File: src/rtl/cdsu_pkg.sv
// ----------------------------------------------------------------------------
// cdsu_pkg
// shared constants, codes and types of the character display span updater
// ----------------------------------------------------------------------------
package cdsu_pkg;

  // default geometry
  localparam int MAX_COLS_DEF = 20;
  localparam int MAX_ROWS_DEF = 4;

  // fixed field widths
  localparam int CHAR_W     = 8;
  localparam int CMD_W      = 2;
  localparam int KIND_W     = 2;
  localparam int DCOL_W     = 6;
  localparam int DSUM_W     = DCOL_W + 1;
  localparam int COL_IN_W   = 8;
  localparam int ROW_IN_W   = 8;
  localparam int COLS_REG_W = 5;
  localparam int ROWS_REG_W = 3;
  localparam int CFG_DATA_W = 5;
  localparam int CFG_IDX_W  = 1;
  localparam int FROW_W     = 2;

  // command codes
  localparam logic [CMD_W-1:0] CMD_WRITE = 2'd0;
  localparam logic [CMD_W-1:0] CMD_CLEAR = 2'd1;
  localparam logic [CMD_W-1:0] CMD_FLUSH = 2'd2;

  // result kinds
  localparam logic [KIND_W-1:0] KIND_CLEAR = 2'd0;
  localparam logic [KIND_W-1:0] KIND_POS   = 2'd1;
  localparam logic [KIND_W-1:0] KIND_CHAR  = 2'd2;

  // register indexes
  localparam logic [CFG_IDX_W-1:0] CFG_COLUMNS = 1'b0;
  localparam logic [CFG_IDX_W-1:0] CFG_ROWS    = 1'b1;

  localparam logic [COLS_REG_W-1:0] COLS_RESET = 5'd20;
  localparam logic [ROWS_REG_W-1:0] ROWS_RESET = 3'd4;

  localparam logic [CHAR_W-1:0] CHAR_SPACE = 8'h20;
  localparam logic [CHAR_W-1:0] CHAR_ZERO  = 8'h00;

  typedef enum logic [2:0] {
    SEQ_IDLE,
    SEQ_SCAN,
    SEQ_CLR,
    SEQ_POS,
    SEQ_RD,
    SEQ_EMIT
  } seq_state_t;

  // flush request handed from the front end to the sequencer
  typedef struct packed {
    logic              start;
    logic              in_range;
    logic [FROW_W-1:0] row;
  } flush_req_t;

endpackage

File: src/rtl/cdsu_if.sv
// ----------------------------------------------------------------------------
// cdsu_req_if / cdsu_rsp_if
// command and result channels, valid/ready with payload
// ----------------------------------------------------------------------------
interface cdsu_req_if import cdsu_pkg::*; ();
  logic                valid;
  logic                ready;
  logic [CMD_W-1:0]    cmd;
  logic [COL_IN_W-1:0] column;
  logic [ROW_IN_W-1:0] row;
  logic [CHAR_W-1:0]   char_code;

  modport source (output valid, cmd, column, row, char_code, input ready);
  modport sink   (input valid, cmd, column, row, char_code, output ready);
endinterface

interface cdsu_rsp_if import cdsu_pkg::*; ();
  logic              valid;
  logic              ready;
  logic [KIND_W-1:0] kind;
  logic [DCOL_W-1:0] device_column;
  logic              device_row;
  logic [CHAR_W-1:0] out_char;
  logic              last;

  modport source (output valid, kind, device_column, device_row, out_char, last,
                  input ready);
  modport sink   (input valid, kind, device_column, device_row, out_char, last,
                  output ready);
endinterface

File: src/rtl/cdsu_store.sv
// ----------------------------------------------------------------------------
// cdsu_store
// character memory, one write and one registered read port, per-entry valid
// bits so an unwritten or cleared entry reads as the reset character
// ----------------------------------------------------------------------------
module cdsu_store import cdsu_pkg::*; #(
  parameter int                DEPTH     = MAX_COLS_DEF * MAX_ROWS_DEF,
  parameter int                AW        = 7,
  parameter int                CW        = 7,
  parameter logic [CHAR_W-1:0] RESET_VAL = CHAR_SPACE
) (
  input  logic              clk,
  input  logic              rst,
  input  logic              wr_en,
  input  logic [AW-1:0]     wr_addr,
  input  logic [CHAR_W-1:0] wr_data,
  input  logic              rd_en,
  input  logic [AW-1:0]     rd_addr,
  output logic [CHAR_W-1:0] rd_data,
  input  logic              clr_en,
  input  logic [CW-1:0]     clr_limit
);

  logic [CHAR_W-1:0] mem [DEPTH];
  logic [DEPTH-1:0]  vld;

  always_ff @(posedge clk) begin
    if (wr_en) begin
      mem[wr_addr] <= wr_data;
    end
  end

  always_ff @(posedge clk) begin
    if (rd_en) begin
      rd_data <= vld[rd_addr] ? mem[rd_addr] : RESET_VAL;
    end
  end

  // clear drops the valid bit of every entry below the limit
  always_ff @(posedge clk) begin
    if (rst) begin
      vld <= '0;
    end else begin
      for (int i = 0; i < DEPTH; i++) begin
        if (clr_en && (CW'(i) < clr_limit)) begin
          vld[i] <= 1'b0;
        end else if (wr_en && (wr_addr == AW'(i))) begin
          vld[i] <= 1'b1;
        end
      end
    end
  end

endmodule

File: src/rtl/cdsu_seq.sv
// ----------------------------------------------------------------------------
// cdsu_seq
// flush sequencer: scans one row against the shadow copy, then sends the
// clear-display, set-position and character beats through an output register
// ----------------------------------------------------------------------------
module cdsu_seq import cdsu_pkg::*; #(
  parameter int AW = 7,
  parameter int XW = 5
) (
  input  logic              clk,
  input  logic              rst,
  input  flush_req_t        freq,
  input  logic [AW-1:0]     base_in,
  input  logic [XW-1:0]     width,
  output logic              idle,
  output logic              frame_rd_en,
  output logic [AW-1:0]     frame_rd_addr,
  input  logic [CHAR_W-1:0] frame_rd_data,
  output logic              shown_rd_en,
  output logic [AW-1:0]     shown_rd_addr,
  input  logic [CHAR_W-1:0] shown_rd_data,
  output logic              shown_wr_en,
  output logic [AW-1:0]     shown_wr_addr,
  output logic [CHAR_W-1:0] shown_wr_data,
  cdsu_rsp_if.source        rsp
);

  localparam int SW = AW + 1;

  seq_state_t        state, state_next;
  logic              first_pending;
  logic [AW-1:0]     base;
  logic [FROW_W-1:0] frow;
  logic [XW-1:0]     x;
  logic [XW-1:0]     first_x;
  logic [XW-1:0]     last_x;
  logic              any;
  logic              s_valid;
  logic [XW-1:0]     s_x;
  logic [AW-1:0]     s_addr;

  logic              out_valid;
  logic [KIND_W-1:0] out_kind;
  logic [DCOL_W-1:0] out_col;
  logic              out_row;
  logic [CHAR_W-1:0] out_char;
  logic              out_last;

  logic              out_free;
  logic              differ;
  logic [SW-1:0]     addr_sum;
  logic [DSUM_W-1:0] dcol_sum;
  logic              scan_rd;

  logic              ld;
  logic [KIND_W-1:0] ld_kind;
  logic [DCOL_W-1:0] ld_col;
  logic              ld_row;
  logic [CHAR_W-1:0] ld_char;
  logic              ld_last;

  assign out_free = !out_valid || rsp.ready;
  assign differ   = s_valid && (frame_rd_data != shown_rd_data);
  assign addr_sum = {1'b0, base} + SW'(x);
  assign scan_rd  = (state == SEQ_SCAN) && (x < width);
  // rows 2 and 3 sit to the right of rows 0 and 1 on the device
  assign dcol_sum = {{(DSUM_W-XW){1'b0}}, first_x}
                  + (frow[1] ? {{(DSUM_W-XW){1'b0}}, width} : DSUM_W'(0));

  always_comb begin
    state_next = state;
    unique case (state)
      SEQ_IDLE: begin
        if (freq.start) begin
          if (freq.in_range) begin
            state_next = SEQ_SCAN;
          end else if (first_pending) begin
            state_next = SEQ_CLR;
          end
        end
      end
      SEQ_SCAN: begin
        if (!scan_rd && !s_valid) begin
          if (first_pending) begin
            state_next = SEQ_CLR;
          end else if (any) begin
            state_next = SEQ_POS;
          end else begin
            state_next = SEQ_IDLE;
          end
        end
      end
      SEQ_CLR: begin
        if (out_free) begin
          state_next = any ? SEQ_POS : SEQ_IDLE;
        end
      end
      SEQ_POS: begin
        if (out_free) begin
          state_next = SEQ_RD;
        end
      end
      SEQ_RD: begin
        state_next = SEQ_EMIT;
      end
      SEQ_EMIT: begin
        if (out_free) begin
          state_next = (x == last_x) ? SEQ_IDLE : SEQ_RD;
        end
      end
      default: begin
        state_next = SEQ_IDLE;
      end
    endcase
  end

  always_comb begin
    idle          = (state == SEQ_IDLE);
    frame_rd_en   = scan_rd || (state == SEQ_RD);
    frame_rd_addr = addr_sum[AW-1:0];
    shown_rd_en   = scan_rd;
    shown_rd_addr = addr_sum[AW-1:0];
    shown_wr_en   = differ;
    shown_wr_addr = s_addr;
    shown_wr_data = frame_rd_data;
    ld            = 1'b0;
    ld_kind       = KIND_CLEAR;
    ld_col        = '0;
    ld_row        = 1'b0;
    ld_char       = CHAR_ZERO;
    ld_last       = 1'b0;
    unique case (state)
      SEQ_CLR: begin
        ld      = out_free;
        ld_last = !any;
      end
      SEQ_POS: begin
        ld      = out_free;
        ld_kind = KIND_POS;
        ld_col  = dcol_sum[DCOL_W-1:0];
        ld_row  = frow[0];
      end
      SEQ_EMIT: begin
        ld      = out_free;
        ld_kind = KIND_CHAR;
        ld_char = frame_rd_data;
        ld_last = (x == last_x);
      end
      SEQ_IDLE, SEQ_SCAN, SEQ_RD: begin
        ld = 1'b0;
      end
      default: begin
        ld = 1'b0;
      end
    endcase
  end

  always_ff @(posedge clk) begin
    if (rst) begin
      state         <= SEQ_IDLE;
      first_pending <= 1'b1;
      any           <= 1'b0;
      s_valid       <= 1'b0;
      out_valid     <= 1'b0;
    end else begin
      state   <= state_next;
      s_valid <= scan_rd;
      if (state == SEQ_IDLE && freq.start) begin
        any <= 1'b0;
      end else if (differ) begin
        any <= 1'b1;
      end
      if (state == SEQ_CLR && out_free) begin
        first_pending <= 1'b0;
      end
      if (ld) begin
        out_valid <= 1'b1;
      end else if (rsp.ready) begin
        out_valid <= 1'b0;
      end
    end
  end

  always_ff @(posedge clk) begin
    s_x    <= x;
    s_addr <= addr_sum[AW-1:0];
    if (state == SEQ_IDLE && freq.start) begin
      base <= base_in;
      frow <= freq.row;
      x    <= '0;
    end else if (scan_rd) begin
      x <= x + XW'(1);
    end else if (state == SEQ_POS && out_free) begin
      x <= first_x;
    end else if (state == SEQ_EMIT && out_free && (x != last_x)) begin
      x <= x + XW'(1);
    end
    if (differ) begin
      if (!any) begin
        first_x <= s_x;
      end
      last_x <= s_x;
    end
    if (ld) begin
      out_kind <= ld_kind;
      out_col  <= ld_col;
      out_row  <= ld_row;
      out_char <= ld_char;
      out_last <= ld_last;
    end
  end

  assign rsp.valid         = out_valid;
  assign rsp.kind          = out_kind;
  assign rsp.device_column = out_col;
  assign rsp.device_row    = out_row;
  assign rsp.out_char      = out_char;
  assign rsp.last          = out_last;

  // pending bit drops only together with a clear-display beat
  a_pending_fall: assert property (@(posedge clk) disable iff (rst)
    $fell(first_pending) |-> (out_valid && out_kind == KIND_CLEAR))
    else $error("pending clear dropped without a clear-display beat");

  // character cursor stays inside the changed span
  a_emit_span: assert property (@(posedge clk) disable iff (rst)
    (state == SEQ_EMIT || state == SEQ_RD) |-> (x >= first_x && x <= last_x))
    else $error("character cursor outside the changed span");

  // position and character beats only after a change was found
  a_any_before_pos: assert property (@(posedge clk) disable iff (rst)
    (state == SEQ_POS || state == SEQ_EMIT) |-> any)
    else $error("position or character beat without a changed cell");

  // clear-display beat only once after reset
  a_clr_pending: assert property (@(posedge clk) disable iff (rst)
    (state == SEQ_CLR) |-> first_pending)
    else $error("second clear-display beat");

endmodule

File: src/rtl/char_display_dirty_span_update.sv
// ----------------------------------------------------------------------------
// char_display_dirty_span_update
// character frame store with a shadow copy of the display, row flushes send
// only the span of changed cells
// ----------------------------------------------------------------------------
//  channel  dir  beat contents
//  req      in   cmd, column, row, char_code
//  rsp      out  kind, device_column, device_row, out_char, last
//  cfg_*    in   cfg_index, cfg_data (write enable, no handshake)
//
//  write and clear commands are taken back to back while no flush is in progress
//  a flush scans the row at one cell a cycle, then sends its beats, with a
//  frame store read before each character beat
//  rst is synchronous; the stores need no clearing pass, valid bits do it
//  a stalled rsp holds the sequencer; the output register lets the next
//  command in while the final beat of a flush waits
// ----------------------------------------------------------------------------
module char_display_dirty_span_update import cdsu_pkg::*; #(
  parameter int MAX_COLS = MAX_COLS_DEF,
  parameter int MAX_ROWS = MAX_ROWS_DEF
) (
  input  logic                  clk,
  input  logic                  rst,
  input  logic                  cfg_we,
  input  logic [CFG_IDX_W-1:0]  cfg_index,
  input  logic [CFG_DATA_W-1:0] cfg_data,
  cdsu_req_if.sink              req,
  cdsu_rsp_if.source            rsp
);

  localparam int DEPTH = MAX_COLS * MAX_ROWS;
  localparam int AW    = (DEPTH > 1) ? $clog2(DEPTH) : 1;
  localparam int CW    = $clog2(DEPTH + 1);
  localparam int XW    = $clog2(MAX_COLS + 1);
  localparam int RW    = $clog2(MAX_ROWS + 1);

  // configuration registers
  logic [COLS_REG_W-1:0] cols_reg;
  logic [ROWS_REG_W-1:0] rows_reg;

  // effective geometry
  logic [XW-1:0] w_eff;
  logic [RW-1:0] h_eff;

  logic                acc;
  logic                seq_idle;
  logic [ROW_IN_W-1:0] row_m1;
  logic [COL_IN_W-1:0] col_m1;
  logic [FROW_W-1:0]   row_sel;
  logic [CW-1:0]       base;
  logic [CW-1:0]       wr_sum;
  logic                col_ok;
  logic                row_ok;
  logic                frame_wr;
  logic                frame_clr;
  logic [CW-1:0]       clr_limit;
  flush_req_t          freq;

  logic              frame_rd_en;
  logic [AW-1:0]     frame_rd_addr;
  logic [CHAR_W-1:0] frame_rd_data;
  logic              shown_rd_en;
  logic [AW-1:0]     shown_rd_addr;
  logic [CHAR_W-1:0] shown_rd_data;
  logic              shown_wr_en;
  logic [AW-1:0]     shown_wr_addr;
  logic [CHAR_W-1:0] shown_wr_data;

  always_ff @(posedge clk) begin
    if (rst) begin
      cols_reg <= COLS_RESET;
      rows_reg <= ROWS_RESET;
    end else if (cfg_we) begin
      unique case (cfg_index)
        CFG_COLUMNS: cols_reg <= cfg_data[COLS_REG_W-1:0];
        CFG_ROWS:    rows_reg <= cfg_data[ROWS_REG_W-1:0];
        default:     cols_reg <= cols_reg;
      endcase
    end
  end

  // clamp the registers to the storage geometry
  always_comb begin
    if (cols_reg == '0) begin
      w_eff = XW'(1);
    end else if (int'(cols_reg) > MAX_COLS) begin
      w_eff = XW'(MAX_COLS);
    end else begin
      w_eff = XW'(cols_reg);
    end
    if (rows_reg == '0) begin
      h_eff = RW'(1);
    end else if (int'(rows_reg) > MAX_ROWS) begin
      h_eff = RW'(MAX_ROWS);
    end else begin
      h_eff = RW'(rows_reg);
    end
  end

  // commands are taken whenever no flush is in progress
  assign req.ready = seq_idle;
  assign acc       = req.valid && req.ready;

  // writes use 1-based positions, flushes a 0-based row
  assign row_m1  = req.row - ROW_IN_W'(1);
  assign col_m1  = req.column - COL_IN_W'(1);
  assign row_sel = (req.cmd == CMD_WRITE) ? row_m1[FROW_W-1:0] : req.row[FROW_W-1:0];
  assign base    = CW'(row_sel) * CW'(w_eff);
  assign wr_sum  = base + CW'(col_m1[XW-1:0]);

  assign col_ok = (req.column != '0)
               && (req.column <= {{(COL_IN_W-XW){1'b0}}, w_eff});
  assign row_ok = (req.row != '0)
               && (req.row <= {{(ROW_IN_W-RW){1'b0}}, h_eff});

  assign frame_wr  = acc && (req.cmd == CMD_WRITE) && col_ok && row_ok;
  assign frame_clr = acc && (req.cmd == CMD_CLEAR);
  // a clear only touches the cells in use
  assign clr_limit = CW'(w_eff) * CW'(h_eff);

  assign freq.start    = acc && (req.cmd == CMD_FLUSH);
  assign freq.in_range = (req.row < {{(ROW_IN_W-RW){1'b0}}, h_eff});
  assign freq.row      = req.row[FROW_W-1:0];

  // frame store, resets to spaces
  cdsu_store #(
    .DEPTH     (DEPTH),
    .AW        (AW),
    .CW        (CW),
    .RESET_VAL (CHAR_SPACE)
  ) u_frame (
    .clk       (clk),
    .rst       (rst),
    .wr_en     (frame_wr),
    .wr_addr   (wr_sum[AW-1:0]),
    .wr_data   (req.char_code),
    .rd_en     (frame_rd_en),
    .rd_addr   (frame_rd_addr),
    .rd_data   (frame_rd_data),
    .clr_en    (frame_clr),
    .clr_limit (clr_limit)
  );

  // shadow of what the display shows, resets to zero, never cleared
  cdsu_store #(
    .DEPTH     (DEPTH),
    .AW        (AW),
    .CW        (CW),
    .RESET_VAL (CHAR_ZERO)
  ) u_shown (
    .clk       (clk),
    .rst       (rst),
    .wr_en     (shown_wr_en),
    .wr_addr   (shown_wr_addr),
    .wr_data   (shown_wr_data),
    .rd_en     (shown_rd_en),
    .rd_addr   (shown_rd_addr),
    .rd_data   (shown_rd_data),
    .clr_en    (1'b0),
    .clr_limit (CW'(0))
  );

  cdsu_seq #(
    .AW (AW),
    .XW (XW)
  ) u_seq (
    .clk           (clk),
    .rst           (rst),
    .freq          (freq),
    .base_in       (base[AW-1:0]),
    .width         (w_eff),
    .idle          (seq_idle),
    .frame_rd_en   (frame_rd_en),
    .frame_rd_addr (frame_rd_addr),
    .frame_rd_data (frame_rd_data),
    .shown_rd_en   (shown_rd_en),
    .shown_rd_addr (shown_rd_addr),
    .shown_rd_data (shown_rd_data),
    .shown_wr_en   (shown_wr_en),
    .shown_wr_addr (shown_wr_addr),
    .shown_wr_data (shown_wr_data),
    .rsp           (rsp)
  );

endmodule
File: src/flat_wrapper.sv
// flat-port wrapper written by rule: the top's interface ports become plain ports
module char_display_dirty_span_update_flat import cdsu_pkg::*;
#(
  parameter int MAX_COLS = MAX_COLS_DEF,
  parameter int MAX_ROWS = MAX_ROWS_DEF
)
  (clk, rst, cfg_we, cfg_index, cfg_data, req_valid, req_cmd, req_column, req_row, req_char_code, req_ready, rsp_valid, rsp_kind, rsp_device_column, rsp_device_row, rsp_out_char, rsp_last, rsp_ready);
  cdsu_req_if req_i ();
  cdsu_rsp_if rsp_i ();
  input  logic clk;
  input  logic rst;
  input  logic cfg_we;
  input  logic [CFG_IDX_W-1:0] cfg_index;
  input  logic [CFG_DATA_W-1:0] cfg_data;
  input wire logic [$bits(req_i.valid)-1:0] req_valid;
  input wire logic [$bits(req_i.cmd)-1:0] req_cmd;
  input wire logic [$bits(req_i.column)-1:0] req_column;
  input wire logic [$bits(req_i.row)-1:0] req_row;
  input wire logic [$bits(req_i.char_code)-1:0] req_char_code;
  output wire logic [$bits(req_i.ready)-1:0] req_ready;
  output wire logic [$bits(rsp_i.valid)-1:0] rsp_valid;
  output wire logic [$bits(rsp_i.kind)-1:0] rsp_kind;
  output wire logic [$bits(rsp_i.device_column)-1:0] rsp_device_column;
  output wire logic [$bits(rsp_i.device_row)-1:0] rsp_device_row;
  output wire logic [$bits(rsp_i.out_char)-1:0] rsp_out_char;
  output wire logic [$bits(rsp_i.last)-1:0] rsp_last;
  input wire logic [$bits(rsp_i.ready)-1:0] rsp_ready;
  assign req_i.valid = req_valid;
  assign req_i.cmd = req_cmd;
  assign req_i.column = req_column;
  assign req_i.row = req_row;
  assign req_i.char_code = req_char_code;
  assign req_ready = req_i.ready;
  assign rsp_valid = rsp_i.valid;
  assign rsp_kind = rsp_i.kind;
  assign rsp_device_column = rsp_i.device_column;
  assign rsp_device_row = rsp_i.device_row;
  assign rsp_out_char = rsp_i.out_char;
  assign rsp_last = rsp_i.last;
  assign rsp_i.ready = rsp_ready;
  char_display_dirty_span_update #(.MAX_COLS(MAX_COLS), .MAX_ROWS(MAX_ROWS)) u_core (.clk(clk), .rst(rst), .cfg_we(cfg_we), .cfg_index(cfg_index), .cfg_data(cfg_data), .req(req_i), .rsp(rsp_i));
endmodule
File: config.mk
export PLATFORM = sky130hd
export DESIGN_NAME = char_display_dirty_span_update_flat
export DESIGN_NICKNAME = d
export VERILOG_FILES = /design/src/rtl/cdsu_pkg.sv /design/src/rtl/cdsu_if.sv /design/src/rtl/cdsu_store.sv /design/src/rtl/cdsu_seq.sv /design/src/rtl/char_display_dirty_span_update.sv /design/src/flat_wrapper.sv
export SDC_FILE = /design/constraint.sdc
export NUM_CORES = 2
export LEC_CHECK = 0
export ABC_AREA = 0
export BUFFER_PORTS_ARGS = -buffer_cell sky130_fd_sc_hd__buf_2
export CORE_UTILIZATION = 50
export CTS_BUF_LIST = sky130_fd_sc_hd__clkbuf_8
export DETAILED_ROUTE_END_ITERATION = 10
export GPL_TIMING_DRIVEN = 0
export HOLD_SLACK_MARGIN = 0.03
export PLACE_DENSITY = 0.69
export RECOVER_POWER = 25
export SETUP_SLACK_MARGIN = 0.05
export SLEW_MARGIN = 20
export SYNTH_ARGS = -nofsm -noshare
export SYNTH_HDL_FRONTEND = slang
export SYNTH_HIERARCHICAL = 1
export SYNTH_SLANG_ARGS = --single-unit
File: constraint.sdc
create_clock -name clk -period 4.3 [get_ports clk]
set_input_delay 0.43 -clock clk [delete_from_list [all_inputs] [get_ports clk]]
set_output_delay 0.43 -clock clk [all_outputs]
set_load 0.03 [all_outputs]
# Word-level counts from Yosys, hierarchy flattened
# Memories as Yosys holds them, arrays and structs flattened. A register that Yosys moved wholly into a read port is not among the register bits.
# Cells that the tools add are included.
# totals
mem_count	2
ram_bits	1280
ff_bits	229
input_bits	37
# op_classes
magnitude_cmp	87
n_reduce_logical	360
eq_ne	174
n_addsub	6
mux	33
mul	2
bitwise	2
# mem_list
memory	depth	word_bits	read_ports	rd_ports_with_merged_regs	write_ports	line_no	source
u_core.u_frame.mem	80	8	1	1	1	cdsu_store.sv:24	logic [CHAR_W-1:0] mem [DEPTH];
u_core.u_shown.mem	80	8	1	1	1	cdsu_store.sv:24	
# ops
cell	n
$eq 7x6->1 const B	64
$logic_and 1x1->1	256
$eq 7x5->1 const B	32
$eq 7x7->1 const B	32
$lt 6x7->1 const A	32
$reduce_or 2->1	81
$eq 7x4->1 const B	16
$lt 5x7->1 const A	16
$lt 7x7->1 const A	16
$eq 7x3->1 const B	8
$lt 4x7->1 const A	8
$mux 3	10
$mux 5	6
$eq 7x2->1 const B	4
$lt 3x7->1 const A	4
$pmux 3 s6	1
$reduce_bool 8->1	2
$add 7x5->7	2
$bmux 1 s7	2
$eq 7x1->1 const B	2
$logic_not 7->1	2
$lt 1x7->1 const A	2
$lt 2x7->1 const A	2
$mux 1	9
other kinds (38)	55

# Longest topological paths before layout
# logic_depth
ltp_word	9
mapped_depth	20
ltp_nobuf	18

# Modules after synthesis
# The synthesis kept the hierarchy.
# modules_own_cells
module	instances	cells_per_inst	area_per_inst_um2	seq_area_each_um2
cdsu_store (u_core.u_shown)	1	1573	28820.1	21060.2
cdsu_store (u_core.u_frame)	1	1528	28661.2	21060.2
cdsu_seq	1	254	2929.1	1591.5
char_display_dirty_span_update	1	197	1506.4	160.2

# Least setup slack after synthesis
# OpenSTA, ideal clock, no wires.
# synth_timing
path_type	input -> register
from	input port req_row[0]
to	memory u_core.u_frame.mem[49][0] (enable)
required_time_ns	3.914
path_slack_ns	-0.362
setup_ns	0.386
path_buffers	0
t_arrival_ns	4.277
stages	16
path_cell_list	inv_1 ha_1 or3_4 and2_2 nor2_1 ha_1 fa_1 ha_1 nor2b_1 o21ai_0 nand2_1 xor2_1 xnor2_1 nor2b_1 nand4_1 nor3_1
# synth_via
elab_cells_between_ends	10
cone_classes	add/sub: 2; mul: 1; order compare: 1; mux: 3; reduce/logical: 3
# synth_rtl
element	line_no	source
from (decl)	flat_wrapper.sv:18	input wire logic [$bits(req_i.row)-1:0] req_row;
$sub 2x1->2	char_display_dirty_span_update.sv:105	assign row_m1 = req.row - ROW_IN_W'(1);
$mux 2 (*)	char_display_dirty_span_update.sv:107	assign row_sel = (req.cmd == CMD_WRITE) ? row_m1[FROW_W-1:0] : req.row[FROW_W-1:0];
$mul 2x5->7 (*)	char_display_dirty_span_update.sv:108	assign base = CW'(row_sel) * CW'(w_eff);
named net u_core.base[2]	char_display_dirty_span_update.sv:50	logic [CW-1:0] base;
$add 7x5->7 (*)	char_display_dirty_span_update.sv:109	assign wr_sum = base + CW'(col_m1[XW-1:0]);
named net u_core.wr_sum[4]	char_display_dirty_span_update.sv:51	logic [CW-1:0] wr_sum;
to (decl)	cdsu_store.sv:24	
# Mark *: on every way through the listed nets, which the timed path passes. The rest lies on a longest branch.

# Worst setup path after layout
# layout_timing
from	input port req_row[1]
to	register u_core.u_frame.vld[55]
# layout_via
elab_chain_len	6
elab_cells_between_ends	10
cone_classes	add/sub: 2; mul: 1; order compare: 1; eq/ne: 1; mux: 1; reduce/logical: 4
# layout_rtl
element	line_no	source
$sub 2x1->2	char_display_dirty_span_update.sv:105	
$mux 2 (*)	char_display_dirty_span_update.sv:107	
$mul 2x5->7 (*)	char_display_dirty_span_update.sv:108	
named net u_core.base[2]	char_display_dirty_span_update.sv:50	
$add 7x5->7 (*)	char_display_dirty_span_update.sv:109	
named net u_core.wr_sum[4]	char_display_dirty_span_update.sv:51	
$eq 7x6->1 (*)	cdsu_store.sv:47	end else if (wr_en && (wr_addr == AW'(i))) begin
$logic_and 1x1->1 (*)	cdsu_store.sv:47	
to (signal assigned)	cdsu_store.sv:42	vld <= '0;
to (signal, indexed assignment)	cdsu_store.sv:46	vld[i] <= 1'b0;
to (signal, indexed assignment)	cdsu_store.sv:48	vld[i] <= 1'b1;
to (decl)	cdsu_store.sv:25	logic [DEPTH-1:0] vld;
# Marks and branches as above.
# A chain may end at the register's enable or synchronous reset.

==> impl_metrics.csv <==
group,metric,value,unit
synthesis,ys_seq_area_share,70.9,%
run,drv_cap,16,
setup_path,worstPathMaxFanout,9,
setup_path,crit_slowest_cell,"dlygate4sd3_1",
timing,max_freq,235,MHz
timing,setup_viol,0,
timing,rsz0062_at_grt,"true",
place,routabilityCongestion,1.01,
setup_path,max_stage_delay,0.55,ns
synthesis,yosysWarnings,6,
hold_path,hold_path.class,"input port to register",
clocking,worstSkewPairLatency,0.94,ns
setup_path,critPathKind,"input port to register",
timing,finalClockSkew,0.0405,ns
cells_and_area,syn_to_final_growth,16.9,%
cells_and_area,top_regs,"u_core/u_frame/mem x640, u_core/u_shown/mem x640",
timing,hold_violations,0,
timing,min_period,4.25,ns
floorplan,dieArea,125000,µm²
timing,slew_violations,843,
clocking,clock_sinks,1525,
place,place_area,64900,µm²
grt,grt_pass1_wl,240000,µm
run_status,violations,"max-capacitance violations, max-slew violations",
floorplan,num_io_pins,57,
setup_path,crit_path_end_kind,"register",
timing,slew_headroom,-139,%
timing,max_slew.worst_pin.slew,3.58,ns
setup_path,crit_chain,"dlygate4sd3_1 -> buf_6 -> inv_12 -> ha_4 -> or3_4 -> and2_4 -> nor2_1 -> ha_2 -> fa_2 -> ha_4 -> nor2b_4 -> o21ai_4 -> nand2_1 -> xor2_2 -> xnor2_2 -> nor2b_4 -> nand4_1 -> buf_4 -> nor2_4 -> buf_12 -> nor2_1 -> nor3b_1",
grt,grt_pass1_vias,35700,
run_status,outcome,"complete, but fails checks",
detailed_routing,drt-total-wl,166000,µm
floorplan,dieHeight,354,µm
cells_and_area,fin_area,72400,µm²
floorplan,die_x,354,µm
synthesis,synth-edff-count,1333,
clocking,path_clk_slew,0.06,ns
setup_path,worstPathArrival,5.09,ns
synthesis,ys.flop_type,"edfxtp_1",
grt,grt.overflow.total,0,
detailed_routing,drtPass1Iterations,6,
detailed_routing,viasPerCell,6.03,
place,io_buffers,56,
synthesis,async_reset_ff_share,0,%
synthesis,synthCells,3552,
cells_and_area,final_nets,4098,
cells_and_area,drive_gt1_share,28.2,%
setup_path,critPathRequiredTime,5.14,ns
clocking,h-tree-depth,4,
clocking,cts.root.buffer_cell,"clkbuf_8",
cells_and_area,final_common_cell,"edfxtp_1",
cells_and_area,final_cell_mix,"edfxtp_1, mux4_2, nor2_1, clkbuf_8, dfxtp_1",
synthesis,syn-cell-area,61900,µm²
synthesis,avgSynthCellArea,17.4,µm²
setup_path,start_kind,"input port",
detailed_routing,drc,0,
floorplan,core,122000,µm²
detailed_routing,first_iter_violations,3851,
detailed_routing,ant_nets,0,
synthesis,synth-seq-cells,1525,
pwr,ir_drop,0.452,mV
floorplan,rows,128,
detailed_routing,wl_per_cell,28.5,µm
timing,timing.final.crit_share,98.9,%
detailed_routing,route.vias.total,35300,
grt,antenna_found_initial,4,
grt,grt_use_total,26.5,%
clocking,cts.path.max_buffers,3,
floorplan,initial_core_util,50.6,%
pwr,power_density,641,nW/µm²
synthesis,synth_cell_type_count,91,
clocking,cts_tree,"built",
clocking,cts_buffers,230,
grt,grt_max_degree,81,
place,dp_hpwl,109000,µm
pwr,power.leakage,0.0241,µW
cells_and_area,final_util,59.1,%
[per-layer routing]
layer / global-route usage [%] / up-vias / routed length (µm)
li1: - / 15100 / -
met2: 44.0 / 1575 / 82200
met5: 0 / - / 28
met4: 14.8 / 4 / 9460
met1: 32.5 / 18100 / 62600
met3: 5.64 / 461 / 12000
[per-stage QoR]
step,hold WS (ns),instances,setup TNS (ns),total power (µW),setup WS [ns]
floorplan,0.404,3577,0,27900,0.0226
global placement,0.408,5258,-865.44,34000,-1.57
detailed placement,0.419,5269,-655.86,34200,-1.43
CTS,0.0412,5828,0,46200,0.0551
global route,0.143,5841,-0.0331,47900,-0.0146
finish,0.173,5844,0,46400,0.0457
[kinds of logic (layout without fill, tap and decap cells)]
family,count (synthesis),after routing,synth area share (%)
xor gates and xnor gates,36,36,0.533
other,1,30,0.00606
adders and majority gates,48,48,1.07
muxes,462,462,14.7
DFF,1525,1525,70.9
and+or+nand+nor,781,781,5.85
AOI/OAI and AO/OA,427,427,4.74
buffers and inverters,272,910,2.21
[where the power goes]
part	switching, µW	internal, µW
combinational	11000	6810
clock	5660	5940
sequential	204	16800
[final cells by class]
class	count	area (µm²)
clock inverters	187	1130
well taps	1625	2030
diodes	4	10.0
plain buffers	192	1210
fillers	8950	50000
multi-input cells	1780	18000
flip-flops and latches	1525	43900
repair buffers	212	2430
inverters	72	293
clock buffers	247	3400
[cells in the mapped netlist (6+ instances only)]
| master | n | share of area [%] |
|---|---|---|
| clkbuf_1 | 83 | 0.50 |
| and3_1 | 16 | 0.16 |
| a221oi_1 | 7 | 0.099 |
| or2_2 | 6 | 0.061 |
| o22ai_1 | 47 | 0.47 |
| and2_1 | 21 | 0.21 |
| a21o_1 | 14 | 0.17 |
| nand4_1 | 13 | 0.13 |
| buf_4 | 44 | 0.53 |
| nor2_1 | 346 | 2.1 |
| nand2b_1 | 25 | 0.25 |
| edfxtp_1 | 1333 | 65 |
| dfxtp_1 | 192 | 6.2 |
| nor3_1 | 76 | 0.61 |
| mux4_1 | 12 | 0.51 |
| o311a_1 | 9 | 0.15 |
| a21oi_1 | 117 | 0.95 |
| nor4b_1 | 6 | 0.085 |
| nand2_1 | 147 | 0.89 |
| xor2_1 | 21 | 0.30 |
| nor2b_1 | 44 | 0.44 |
| fa_1 | 8 | 0.26 |
| buf_6 | 15 | 0.27 |
| a31oi_1 | 25 | 0.25 |
| buf_2 | 27 | 0.22 |
| ha_1 | 40 | 0.81 |
| o21a_1 | 15 | 0.18 |
| a22oi_1 | 47 | 0.57 |
| nand3_1 | 30 | 0.24 |
| xnor2_1 | 13 | 0.18 |
| a2bb2oi_1 | 13 | 0.18 |
| nor4_1 | 15 | 0.15 |
| o221a_2 | 26 | 0.47 |
| mux4_2 | 342 | 12 |
| a211oi_1 | 22 | 0.27 |
| o21ai_0 | 44 | 0.36 |
| mux2i_1 | 104 | 1.7 |
| buf_1 | 27 | 0.16 |
| inv_1 | 70 | 0.42 |
[final timing paths]
path | from | endpoint | slack (ns) | cells after the start
max | req_row[1] | u_core/u_frame/vld[55] | 0.05 | 22
min reg2reg | u_core/u_seq/s_x[2] | u_core/u_seq/first_x[2] | 0.43 | 0
min | req_cmd[0] | u_core/u_seq/x[1] | 0.17 | 5
max reg2reg | u_core/u_seq/x[2] | u_core/u_frame/rd_data[5] | 0.07 | 13
[critical path: cells and delay by family]
kind	cells	cell delay (ns)
and+or+nand+nor	10	1.73
AOI/OAI and AO/OA	1	0.14
adders and majority gates	4	1.16
xor gates and xnor gates	2	0.49
buffers and inverters	5	1.11
[what timing repair did]
item | 4_1_cts | 5_1_grt
gates cloned | 0 | 1
hold buffers | 20 | 0
pin swaps | 81 | 10
resized for setup | 235 | 84
hold endpoints to repair | 206 | 0
endpoints found under the setup margin | 736 | 731
buffers inserted | 108 | 16
(Power assumes the default switching activity.)
